**src/complex_signal_energy_dc_removed_defines.svh**
```systemverilog
// Assertion macros shared by the mean energy block.
`ifndef COMPLEX_SIGNAL_ENERGY_DC_REMOVED_DEFINES_SVH
`define COMPLEX_SIGNAL_ENERGY_DC_REMOVED_DEFINES_SVH

// The consequent must hold in the same cycle as the antecedent.
`define CSEDR_ASSERT_SAME(label, ante, cons, msg) \
  label: assert property (@(posedge clk) disable iff (rst) (ante) |-> (cons)) \
    else $error(msg);

// The consequent must hold in the cycle after the antecedent.
`define CSEDR_ASSERT_NEXT(label, ante, cons, msg) \
  label: assert property (@(posedge clk) disable iff (rst) (ante) |=> (cons)) \
    else $error(msg);

`endif

```
**src/csedr_pkg.sv**
```systemverilog
// Types and constants shared by the mean energy block.
package csedr_pkg;

  localparam int MAX_LENGTH   = 4096;
  localparam int COUNT_W      = $clog2(MAX_LENGTH + 1);
  localparam int SAMPLE_W     = 16;
  localparam int SUM_W        = 32;
  localparam int ENERGY_W     = 31;
  localparam int ENERGY_SHIFT = 4;
  localparam int DIV_W        = 32;
  localparam int DIV_CNT_W    = $clog2(DIV_W);
  localparam int APB_ADDR_W   = 2;
  localparam int APB_DATA_W   = 32;

  localparam logic [APB_ADDR_W-1:0] REG_REMOVE_DC   = 2'd0;
  localparam logic                  REMOVE_DC_RESET = 1'b1;

  typedef enum logic [2:0] {
    ST_SAMPLE,
    ST_DRAIN,
    ST_DIV_E_START,
    ST_DIV_E_WAIT,
    ST_DIV_D_START,
    ST_DIV_D_WAIT,
    ST_RESULT
  } state_t;

  typedef struct packed {
    logic take;
    logic prep;
    logic start_e;
    logic capture_e;
    logic start_d;
    logic load_result;
  } cmd_t;

  typedef struct packed {
    logic div_done;
    logic out_free;
  } status_t;

endpackage

```
**src/csedr_div.sv**
```systemverilog
// Restoring divider that produces one quotient bit per cycle.
module csedr_div (
  input  logic                          clk,
  input  logic                          rst,
  input  logic                          start,
  input  logic [csedr_pkg::DIV_W-1:0]   dividend,
  input  logic [csedr_pkg::DIV_W-1:0]   divisor,
  output logic [csedr_pkg::DIV_W-1:0]   quotient,
  output logic                          done
);
  import csedr_pkg::*;

  logic                 busy;
  logic [DIV_CNT_W-1:0] cnt;
  logic [DIV_W-1:0]     rem;
  logic [DIV_W-1:0]     quo;
  logic [DIV_W-1:0]     dvs;
  logic [DIV_W-1:0]     rem_next;
  logic [DIV_W-1:0]     quo_next;
  logic [DIV_W:0]       shifted;
  logic [DIV_W:0]       trial;

  always_comb begin
    shifted = {rem, quo[DIV_W-1]};
    trial   = shifted - {1'b0, dvs};
    if (!trial[DIV_W]) begin
      rem_next = trial[DIV_W-1:0];
      quo_next = {quo[DIV_W-2:0], 1'b1};
    end else begin
      rem_next = shifted[DIV_W-1:0];
      quo_next = {quo[DIV_W-2:0], 1'b0};
    end
  end

  always_ff @(posedge clk) begin
    if (rst) begin
      busy <= 1'b0;
      done <= 1'b0;
    end else begin
      done <= 1'b0;
      if (start) begin
        busy <= 1'b1;
        cnt  <= DIV_CNT_W'(DIV_W - 1);
        rem  <= '0;
        quo  <= dividend;
        dvs  <= divisor;
      end else if (busy) begin
        rem <= rem_next;
        quo <= quo_next;
        if (cnt == '0) begin
          busy <= 1'b0;
          done <= 1'b1;
        end else begin
          cnt <= cnt - 1'b1;
        end
      end
    end
  end

  assign quotient = quo;

endmodule

```
**src/csedr_datapath.sv**
```systemverilog
// Accumulators, configuration register, divider and output register.
module csedr_datapath (
  input  logic                                  clk,
  input  logic                                  rst,
  input  csedr_pkg::cmd_t                       cmd,
  output csedr_pkg::status_t                    status,
  input  logic signed [csedr_pkg::SAMPLE_W-1:0] sample_re,
  input  logic signed [csedr_pkg::SAMPLE_W-1:0] sample_im,
  input  logic                                  last,
  output logic [csedr_pkg::ENERGY_W-1:0]        energy,
  output logic                                  out_valid,
  input  logic                                  out_ready,
  input  logic                                  psel,
  input  logic                                  penable,
  input  logic                                  pwrite,
  input  logic [csedr_pkg::APB_ADDR_W-1:0]      paddr,
  input  logic [csedr_pkg::APB_DATA_W-1:0]      pwdata,
  output logic [csedr_pkg::APB_DATA_W-1:0]      prdata,
  output logic                                  pready
);
  import csedr_pkg::*;

  logic                       remove_dc;
  logic [COUNT_W-1:0]         count;
  logic [COUNT_W-1:0]         count_inc;
  logic [SAMPLE_W-1:0]        real_sum;
  logic [SAMPLE_W-1:0]        imag_sum;
  logic [SUM_W-1:0]           energy_sum;
  logic signed [SUM_W-1:0]    sq_re;
  logic signed [SUM_W-1:0]    sq_im;
  logic signed [SUM_W-1:0]    prod_re;
  logic signed [SUM_W-1:0]    prod_im;
  logic [SUM_W-1:0]           sq_sum;
  logic                       acc_pend;
  logic                       counting;
  logic                       acc;
  logic signed [SUM_W-1:0]    dc_re;
  logic signed [SUM_W-1:0]    dc_im;
  logic [SUM_W-1:0]           dc_power;
  logic [SUM_W-1:0]           count_sq;
  logic [2*COUNT_W-1:0]       count_sq_full;
  logic [DIV_W-1:0]           div_dividend;
  logic [DIV_W-1:0]           div_divisor;
  logic [DIV_W-1:0]           quotient;
  logic                       div_done;
  logic [SUM_W-1:0]           e_quo;
  logic [SUM_W-1:0]           e_val;
  logic [SUM_W-1:0]           diff;
  logic [SUM_W-1:0]           result;

  assign pready = 1'b1;
  assign prdata = (paddr == REG_REMOVE_DC) ? APB_DATA_W'(remove_dc) : '0;

  always_ff @(posedge clk) begin
    if (rst) begin
      remove_dc <= REMOVE_DC_RESET;
    end else if (psel && penable && pwrite && pready && paddr == REG_REMOVE_DC) begin
      remove_dc <= pwdata[0];
    end
  end

  assign counting  = (count != COUNT_W'(MAX_LENGTH));
  assign count_inc = count + 1'b1;
  assign acc       = counting && !(last && count_inc[0]);
  assign prod_re   = SUM_W'(sample_re) * SUM_W'(sample_re);
  assign prod_im   = SUM_W'(sample_im) * SUM_W'(sample_im);
  assign sq_sum    = sq_re + sq_im;

  always_ff @(posedge clk) begin
    if (rst) begin
      count      <= '0;
      real_sum   <= '0;
      imag_sum   <= '0;
      energy_sum <= '0;
      acc_pend   <= 1'b0;
    end else if (cmd.load_result) begin
      count      <= '0;
      real_sum   <= '0;
      imag_sum   <= '0;
      energy_sum <= '0;
      acc_pend   <= 1'b0;
    end else begin
      acc_pend <= cmd.take && acc;
      if (acc_pend) begin
        energy_sum <= energy_sum
                    + {{ENERGY_SHIFT{sq_sum[SUM_W-1]}}, sq_sum[SUM_W-1:ENERGY_SHIFT]};
      end
      if (cmd.take && counting) begin
        count <= count_inc;
      end
      if (cmd.take && acc) begin
        real_sum <= real_sum + sample_re;
        imag_sum <= imag_sum + sample_im;
      end
    end
  end

  always_ff @(posedge clk) begin
    if (cmd.take) begin
      sq_re <= prod_re;
      sq_im <= prod_im;
    end
  end

  assign count_sq_full = (2*COUNT_W)'(count) * (2*COUNT_W)'(count);

  always_ff @(posedge clk) begin
    if (cmd.prep) begin
      dc_re    <= SUM_W'($signed(real_sum)) * SUM_W'($signed(real_sum));
      dc_im    <= SUM_W'($signed(imag_sum)) * SUM_W'($signed(imag_sum));
      count_sq <= SUM_W'(count_sq_full);
    end
    if (cmd.start_e) begin
      dc_power <= dc_re + dc_im;
    end
    if (cmd.capture_e) begin
      e_quo <= quotient;
    end
  end

  assign div_dividend = cmd.start_d ? dc_power : energy_sum;
  assign div_divisor  = cmd.start_d ? count_sq : DIV_W'(count);

  csedr_div u_div (
    .clk      (clk),
    .rst      (rst),
    .start    (cmd.start_e || cmd.start_d),
    .dividend (div_dividend),
    .divisor  (div_divisor),
    .quotient (quotient),
    .done     (div_done)
  );

  always_comb begin
    e_val = e_quo << ENERGY_SHIFT;
    diff  = remove_dc ? (e_val - quotient) : e_val;
    if (diff == '0 || diff[SUM_W-1]) begin
      result = SUM_W'(1);
    end else begin
      result = diff;
    end
  end

  always_ff @(posedge clk) begin
    if (rst) begin
      out_valid <= 1'b0;
    end else if (cmd.load_result) begin
      out_valid <= 1'b1;
    end else if (out_ready) begin
      out_valid <= 1'b0;
    end
  end

  always_ff @(posedge clk) begin
    if (cmd.load_result) begin
      energy <= result[ENERGY_W-1:0];
    end
  end

  assign status.div_done = div_done;
  assign status.out_free = !out_valid || out_ready;

endmodule

```
**src/csedr_ctrl.sv**
```systemverilog
// Controller that sequences sample intake, the two divisions and the result.
`include "complex_signal_energy_dc_removed_defines.svh"

module csedr_ctrl (
  input  logic                clk,
  input  logic                rst,
  input  logic                in_valid,
  input  logic                last,
  output logic                in_ready,
  input  csedr_pkg::status_t  status,
  output csedr_pkg::cmd_t     cmd
);
  import csedr_pkg::*;

  state_t state;
  state_t state_next;

  always_ff @(posedge clk) begin
    if (rst) begin
      state <= ST_SAMPLE;
    end else begin
      state <= state_next;
    end
  end

  always_comb begin
    state_next = state;
    case (state)
      ST_SAMPLE: begin
        if (in_valid && last) begin
          state_next = ST_DRAIN;
        end
      end
      ST_DRAIN: begin
        state_next = ST_DIV_E_START;
      end
      ST_DIV_E_START: begin
        state_next = ST_DIV_E_WAIT;
      end
      ST_DIV_E_WAIT: begin
        if (status.div_done) begin
          state_next = ST_DIV_D_START;
        end
      end
      ST_DIV_D_START: begin
        state_next = ST_DIV_D_WAIT;
      end
      ST_DIV_D_WAIT: begin
        if (status.div_done) begin
          state_next = ST_RESULT;
        end
      end
      ST_RESULT: begin
        if (status.out_free) begin
          state_next = ST_SAMPLE;
        end
      end
      default: begin
        state_next = ST_SAMPLE;
      end
    endcase
  end

  always_comb begin
    in_ready = 1'b0;
    cmd      = '0;
    case (state)
      ST_SAMPLE: begin
        in_ready = 1'b1;
        cmd.take = in_valid;
      end
      ST_DRAIN: begin
        cmd.prep = 1'b1;
      end
      ST_DIV_E_START: begin
        cmd.start_e = 1'b1;
      end
      ST_DIV_E_WAIT: begin
        cmd.capture_e = status.div_done;
      end
      ST_DIV_D_START: begin
        cmd.start_d = 1'b1;
      end
      ST_DIV_D_WAIT: begin
        cmd = '0;
      end
      ST_RESULT: begin
        cmd.load_result = status.out_free;
      end
      default: begin
        cmd = '0;
      end
    endcase
  end

  `CSEDR_ASSERT_SAME(a_done_in_wait, status.div_done,
    state == ST_DIV_E_WAIT || state == ST_DIV_D_WAIT, "divider finished outside a wait state")
  `CSEDR_ASSERT_NEXT(a_closing_stops_intake, in_valid && in_ready && last,
    !in_ready, "intake continued after a closing sample")
  `CSEDR_ASSERT_NEXT(a_result_reopens, cmd.load_result,
    in_ready, "intake not reopened after the result was loaded")

endmodule

```
**src/complex_signal_energy_dc_removed.sv**
```systemverilog
// Top level of the mean energy block with optional DC power removal.
//
// Samples enter on the input channel (in_valid, in_ready) as sample_re,
// sample_im and last. Within a block one sample is taken in every cycle
// that in_valid is high. The transfer that carries last closes the block;
// intake then stops while the energy sum is divided by the sample count
// and the DC power is divided by the squared count; remove_dc selects
// whether that second quotient is subtracted. One shared divider makes one
// quotient bit per cycle for both divisions; once both are done, energy is
// loaded into the output register and in_ready rises again. The output
// channel (out_valid, out_ready) holds the result until its transfer
// completes; a stalled receiver delays the loading of the next block's
// result, and intake stays closed until the waiting result has been taken.
// Synchronous reset clears the sums, the count and any pending result, and
// sets remove_dc to 1. The remove_dc register sits at APB byte address 0
// and the user must write it only while the block is idle (not enforced).
module complex_signal_energy_dc_removed (
  input  logic                                  clk,
  input  logic                                  rst,
  input  logic                                  in_valid,
  output logic                                  in_ready,
  input  logic signed [csedr_pkg::SAMPLE_W-1:0] sample_re,
  input  logic signed [csedr_pkg::SAMPLE_W-1:0] sample_im,
  input  logic                                  last,
  output logic                                  out_valid,
  input  logic                                  out_ready,
  output logic [csedr_pkg::ENERGY_W-1:0]        energy,
  input  logic                                  psel,
  input  logic                                  penable,
  input  logic                                  pwrite,
  input  logic [csedr_pkg::APB_ADDR_W-1:0]      paddr,
  input  logic [csedr_pkg::APB_DATA_W-1:0]      pwdata,
  output logic [csedr_pkg::APB_DATA_W-1:0]      prdata,
  output logic                                  pready
);
  import csedr_pkg::*;

  cmd_t    cmd;
  status_t status;

  csedr_ctrl u_ctrl (
    .clk      (clk),
    .rst      (rst),
    .in_valid (in_valid),
    .last     (last),
    .in_ready (in_ready),
    .status   (status),
    .cmd      (cmd)
  );

  csedr_datapath u_datapath (
    .clk       (clk),
    .rst       (rst),
    .cmd       (cmd),
    .status    (status),
    .sample_re (sample_re),
    .sample_im (sample_im),
    .last      (last),
    .energy    (energy),
    .out_valid (out_valid),
    .out_ready (out_ready),
    .psel      (psel),
    .penable   (penable),
    .pwrite    (pwrite),
    .paddr     (paddr),
    .pwdata    (pwdata),
    .prdata    (prdata),
    .pready    (pready)
  );

endmodule
```
**config.mk**
```make
export PLATFORM = sky130hd
export DESIGN_NAME = complex_signal_energy_dc_removed
export DESIGN_NICKNAME = d
export VERILOG_FILES = /design/src/csedr_pkg.sv /design/src/csedr_div.sv /design/src/csedr_datapath.sv /design/src/csedr_ctrl.sv /design/src/complex_signal_energy_dc_removed.sv
export VERILOG_INCLUDE_DIRS = /design/src /design/src/src
export SDC_FILE = /design/constraint.sdc
export NUM_CORES = 2
export LEC_CHECK = 0
export BUFFER_PORTS_ARGS = -buffer_cell sky130_fd_sc_hd__buf_2
export CAP_MARGIN = 20
export CORE_MARGIN = 2
export CORE_UTILIZATION = 47
export CTS_CLUSTER_SIZE = 40
export DETAILED_ROUTE_END_ITERATION = 7
export PLACE_DENSITY = 0.65
export SLEW_MARGIN = 0
export SYNTH_ARGS = -nofsm -noshare
export SYNTH_HDL_FRONTEND = slang
export SYNTH_SLANG_ARGS = --single-unit
```
**constraint.sdc**
```tcl
create_clock -name clk -period 7.72 [get_ports clk]
set_input_delay 0.386 -clock clk [delete_from_list [all_inputs] [get_ports clk]]
set_output_delay 0.386 -clock clk [all_outputs]
set_load 0.01 [all_outputs]
```
**Word level (Yosys, flattened, before mapping)**

Index checks and enable logic that the tools add are counted.

- Register bits after elaboration: 425
- Output and inout port bits: 66
- Logic and storage cells: 105

- Add/sub/neg operators: 9
- Multipliers: 5
- Equality and inequality tests: 12
- Muxes and demuxes: 29
- Bitwise gates (word level): 2
- Reductions and logical operators: 25

Operators by type and width:

| operator | number |
|---|---|
| $mux 32 | 6 |
| $mul 16x16->32 | 4 |
| $add 32x32->32 | 3 |
| $sub 33x26->33 | 1 |
| $add 16x16->16 | 2 |
| $logic_not 32->1 | 1 |
| $sub 32x32->32 | 1 |
| $mul 13x13->26 | 1 |
| $pmux 3 s7 | 1 |
| $mux 1 | 15 |
| $add 13x1->13 const B | 1 |
| $mux 13 | 1 |
| $ne 13x13->1 const B | 1 |
| $mux 3 | 4 |
| $mux 5 | 2 |
| $eq 3x3->1 const B | 3 |
| $logic_and 1x1->1 | 8 |
| $ne 2x1->1 const B | 4 |
| $eq 3x2->1 const B | 2 |
| $logic_not 5->1 | 1 |
| $sub 5x1->5 const B | 1 |
| $reduce_and 2->1 | 2 |
| $reduce_and 4->1 | 1 |
| $reduce_bool 2->1 | 2 |
| other kinds (10) | 14 |

**Logic depth before layout (Yosys ltp)**

- Depth in word-level cells: 5
- Depth in mapped cells: 27
- Gate-level depth less buffers: 26

**Hierarchy**

From an unflattened synthesis, not the netlist that was laid out.

- Cells, all modules: 6618
- Area, all modules: 64037.7 um2

By module, submodules not included:

| module | instances | cells an instance | area each (um2) | sequential area each (um2) |
|---|---|---|---|---|
| csedr_datapath | 1 | 6060 | 57881.8 | 8748.4 |
| csedr_div | 1 | 533 | 5936.9 | 3072.9 |
| csedr_ctrl | 1 | 25 | 219.0 | 60.1 |

**Worst setup path before layout**

OpenSTA, ideal clock, no wires.

- Kind: reg-to-reg
- Start: reg u_ctrl.state[0]
- End: reg u_datapath.count_sq[0] (enable)
- Setup time: 0.657 ns
- Arrival time: 6.904 ns
- Data required time: 7.063 ns
- Path slack: 0.159 ns
- Cell stages (with the launch flop): 3
- Buffers on the path: 1
- Clock period less this slack: 7.561 ns
- Cells stage by stage: dfxtp_1 > clkbuf_1 > nor3b_1

- Word-level cells in the longest chain between the ends: 2

Ends and longest elaborated chain:

| element | line | RTL |
|---|---|---|
| start: declaration | csedr_ctrl.sv:15 | `state_t state;` |
| start signal: assignment | csedr_ctrl.sv:22 | `state <= state_next;` |
| $eq 3x1->1 | csedr_ctrl.sv:67 | `case (state)` |
| $mux 1 | csedr_ctrl.sv:67 |  |
| end signal: assignment | csedr_datapath.sv:111 | `count_sq <= SUM_W'(count_sq_full);` |
| end: declaration | csedr_datapath.sv:40 | `logic [SUM_W-1:0] count_sq;` |

Every way passes these cells.
A chain may end at the register's enable or synchronous reset.

**Final worst setup path**

- Start: reg u_datapath.imag_sum[10]
- End: reg u_datapath.dc_im[30], data pin

- Word-level cells in the longest chain between the ends: 1

Ends and longest elaborated chain:

| element | line | RTL |
|---|---|---|
| start: declaration | csedr_datapath.sv:27 | `logic [SAMPLE_W-1:0] imag_sum;` |
| start signal: assignment | csedr_datapath.sv:93 | `imag_sum <= imag_sum + sample_im;` |
| $mul 16x16->32 | csedr_datapath.sv:110 | `dc_im <= SUM_W'($signed(imag_sum)) * SUM_W'($signed(imag_sum));` |
| end signal: assignment | csedr_datapath.sv:110 |  |
| end: declaration | csedr_datapath.sv:38 | `logic signed [SUM_W-1:0] dc_im;` |

Every way passes these cells.

==> run metrics <==
Worst Hold Class primary input to register; first-pass GRT wire length 234000 um; clk_lat worst skew 0.65 ns; max-slew violation count 0; Hold Vio Cnt, Final 0; Sum Neg Setup Slack 0 ns; post-route insts no fill 8344; CP required 8.08 ns; max_cap viols 0; clk_skew 0.0544 ns; row cnt 133; CORE AREA 132000 sq um; unique cell type count in the Yosys netlist 82; slack of the critical path 0.459 ns; Critical R2R Launch u_datapath.imag_sum[10]; Ports 140; Post-synth EDFFs 333; CTS tree yes; die width 369 um; Die ar. 136000 sq um; share of flip-flops with an asynchronous set or reset 0%; drt wl/cell 16.7 um; Syn Inst Count 6493; Pleak 33.6 nW; Area Growth Syn to Fin 7.00%; largest net degree at the start of global routing 67; clock-pin slew on the worst setup and hold paths 0.07 ns; Remaining Overflow, GRT 0; maximum vdd drop 742 uV; CP Launch Point u_datapath.imag_sum[10]; fraction of layout cells with a size suffix above 1 5.19%; post_cts resized 0; syn avg cell area 9.64 sq um; element type at the critical path end register; GRT Total Usage 21.3%; via count 43234; Starting Density 47.5%; Arrival @ worst endpoint 7.62 ns; Min Clock Period, post-route 7.26 ns; Hold Crit Start paddr[0]; P_sw 11.8 mW; DPL Wire Length 114000 um; clock share of power 10.4%; RSZ-0062 raised after global routing false; Design Area, Final 67000 sq um; Ys Warns 0; max frequency 0.138 GHz; placed cell count 8246; antenna violations before repair 5; peak fanout along the critical path 6; Seq/Total Area, Yosys 18.7%; Critical Setup Path Class register to register; Die H 369 um; clk buf depth 3; routability cong. 0.875; root buffer cell clkbuf_16; synthesis-stage register bit count 418; slew margin rel. 22.9%; top_reg_cell synth edfxtp_1; period utilization 94.1%; CTS sink count 418; sw frac 48.0%; Int Power 12.7 mW; vias in the first global route 45824; setup bufs post-CTS 0; status complete, no violations; PortBufs 76; Worst-Margin Slew 1.13 ns; antenna viol nets, final 0; Pwr per Cell Area 366 nW/um^2; post-DR vias/cell 5.18; pre-CTS setup slack 0.448 ns; Synth Cell Area 62600 sq um; nets@finish 8263; final WL 139000 um; drt pass-1 iters 6; H-tree Lvls 2; combinational share of power 73.7%; DR DRC count 0; Sequential Power Share 15.9%; Setup-failing EPs final 0; CTS buffer count 51; Placement Cell Area 65100 sq um; DRT iter0 DRCs 2482; Setup crit start kind register
==> timing repair <==
item	in CTS	in global routing
hold buffers	1	0
setup endpoints to repair	0	0
endpoints found under the hold margin	1	0
==> cell type report <==
type / count / area (sq um)
fillers: 12053 / 64800
multi-input cells: 4425 / 44600
flip-flops and latches: 418 / 11700
inverters: 1480 / 5560
well taps: 1755 / 2200
clock buffers: 64 / 1360
repair buffers: 170 / 1110
clock inverters: 31 / 427
diodes: 1 / 2.50
==> state kept, by name, summed over array words and instances (netlist names), 31 cells and up <==
register / cells
u_datapath.dc_im: 31
u_datapath.u_div.quotient: 32
u_datapath.u_div.rem: 32
u_datapath.energy_sum: 32
u_datapath.energy: 31
u_datapath.dc_power: 32
u_datapath.dc_re: 31
==> power groups by stage <==
stage          clock network, mW  registers (mW)  logic [mW]
3_3_place_gp                   0            3.95        17.9
2_1_floorplan                  0            3.76        13.6
5_1_grt                     2.69            3.92        20.6
6_report                    2.54            3.90        18.1
4_1_cts                     2.59            3.90        18.4
3_5_place_dp                   0            3.95        18.2
==> layout by cell type, fill, tap and decap left out, types with 18 or more instances in the layout <==
cell       synthesis  final
nand2b_1          43     43
xor2_1            88     88
or3_1             24     24
a21oi_1          270    270
nand4_1           18     18
a31o_2            26     26
a31oi_1           19     19
and3_1            33     33
o21bai_1          31     31
nor3_1            82     82
nor2b_1           57     56
a22oi_1           35     35
nor2_1           397    394
or2_2             24     23
edfxtp_1         333    333
buf_2              5     76
buf_4             32     92
nand3_1           55     55
mux2i_1           43     43
o21a_1            38     38
o21ai_0          128    128
a211oi_1          33     33
fa_1            1037   1037
and2_1           200    199
inv_1           1469   1469
a21o_1           108    108
ha_1             606    606
nand2_1          542    541
conb_1             2     32
clkbuf_16          0     51
xnor2_1          262    261
dfxtp_1           85     83
==> synth_stat cells (18+ instances only) <==
master	n	area (sq um)
inv_1	1469	5510
mux2i_1	43	430
edfxtp_1	333	10000
nand4_1	18	113
nand2_1	542	2030
nand3_1	55	275
o21bai_1	31	233
a31oi_1	19	119
nor2_1	397	1490
a211oi_1	33	248
nor2b_1	57	357
or3_1	24	150
xnor2_1	262	2290
or2_2	24	150
buf_4	32	240
fa_1	1037	20800
a21o_1	108	811
xor2_1	88	771
o21a_1	38	285
and2_1	200	1250
clkbuf_1	152	571
a21oi_1	270	1350
and3_1	33	206
a31o_2	26	228
ha_1	606	7580
o21ai_0	128	641
nor3_1	82	410
nand2b_1	43	269
dfxtp_1	85	1700
a22oi_1	35	263
==> critical path, cell delays in order (launching register included) <==
cell and delay, ns:
dfxtp_1 0.33, inv_1 0.13, nor2_1 0.38, fa_1 0.50, inv_1 0.10, fa_1 0.42
fa_1 0.50, fa_1 0.55, inv_1 0.05, fa_1 0.52, fa_1 0.44, ha_1 0.36
a21o_1 0.18, a21o_1 0.16, a21o_1 0.20, o2bb2ai_1 0.14, a41o_1 0.24, o41ai_2 0.38
o21ai_0 0.26, o211a_1 0.30, o21a_1 0.19, o21a_1 0.18, o41a_1 0.32, xor2_1 0.14
==> worst paths after layout <==
kind | slack [ns] | cells after the start | to
setup reg to reg | 0.46 | 23 | u_datapath.dc_im[30]
hold reg to reg | 0.39 | 0 | u_datapath.e_quo[22]
hold / removal | 0.06 | 3 | u_datapath.remove_dc
setup / recovery | 0.46 | 23 | u_datapath.dc_im[30]
==> kinds of logic (layout without fill, tap and decap cells) <==
family,count (synthesis),in the layout,synth area share (%)
buffers and inverters,1680,1745,10.3
AO/OA/AOI/OAI,822,822,8.59
AND/OR/NAND/NOR,1524,1524,11.3
XOR/XNOR,350,350,4.90
flip-flops,418,418,18.7
adder cells (fa/ha/maj),1643,1643,45.3
multiplexers,54,54,0.886
other,2,33,0.0120
==> stage by stage <==
stage | util [%] | total power [mW] | hold slack (ns)
floorplan | - | 17.4 | 0.424
global placement | 49.4 | 21.9 | 0.428
detailed placement | 49.4 | 22.2 | 0.432
CTS | 50.8 | 24.9 | 0.0179
global route | 50.8 | 27.2 | 0.0616
finish | 50.8 | 24.5 | 0.0558
==> metal layers <==
layer / routed length, um / global-route usage (%)
met5: 48 / 0
met2: 70200 / 37.8
met3: 5690 / 2.10
met4: 2700 / 4.29
met1: 60400 / 28.4
Power figures use the tool's default switching activity.
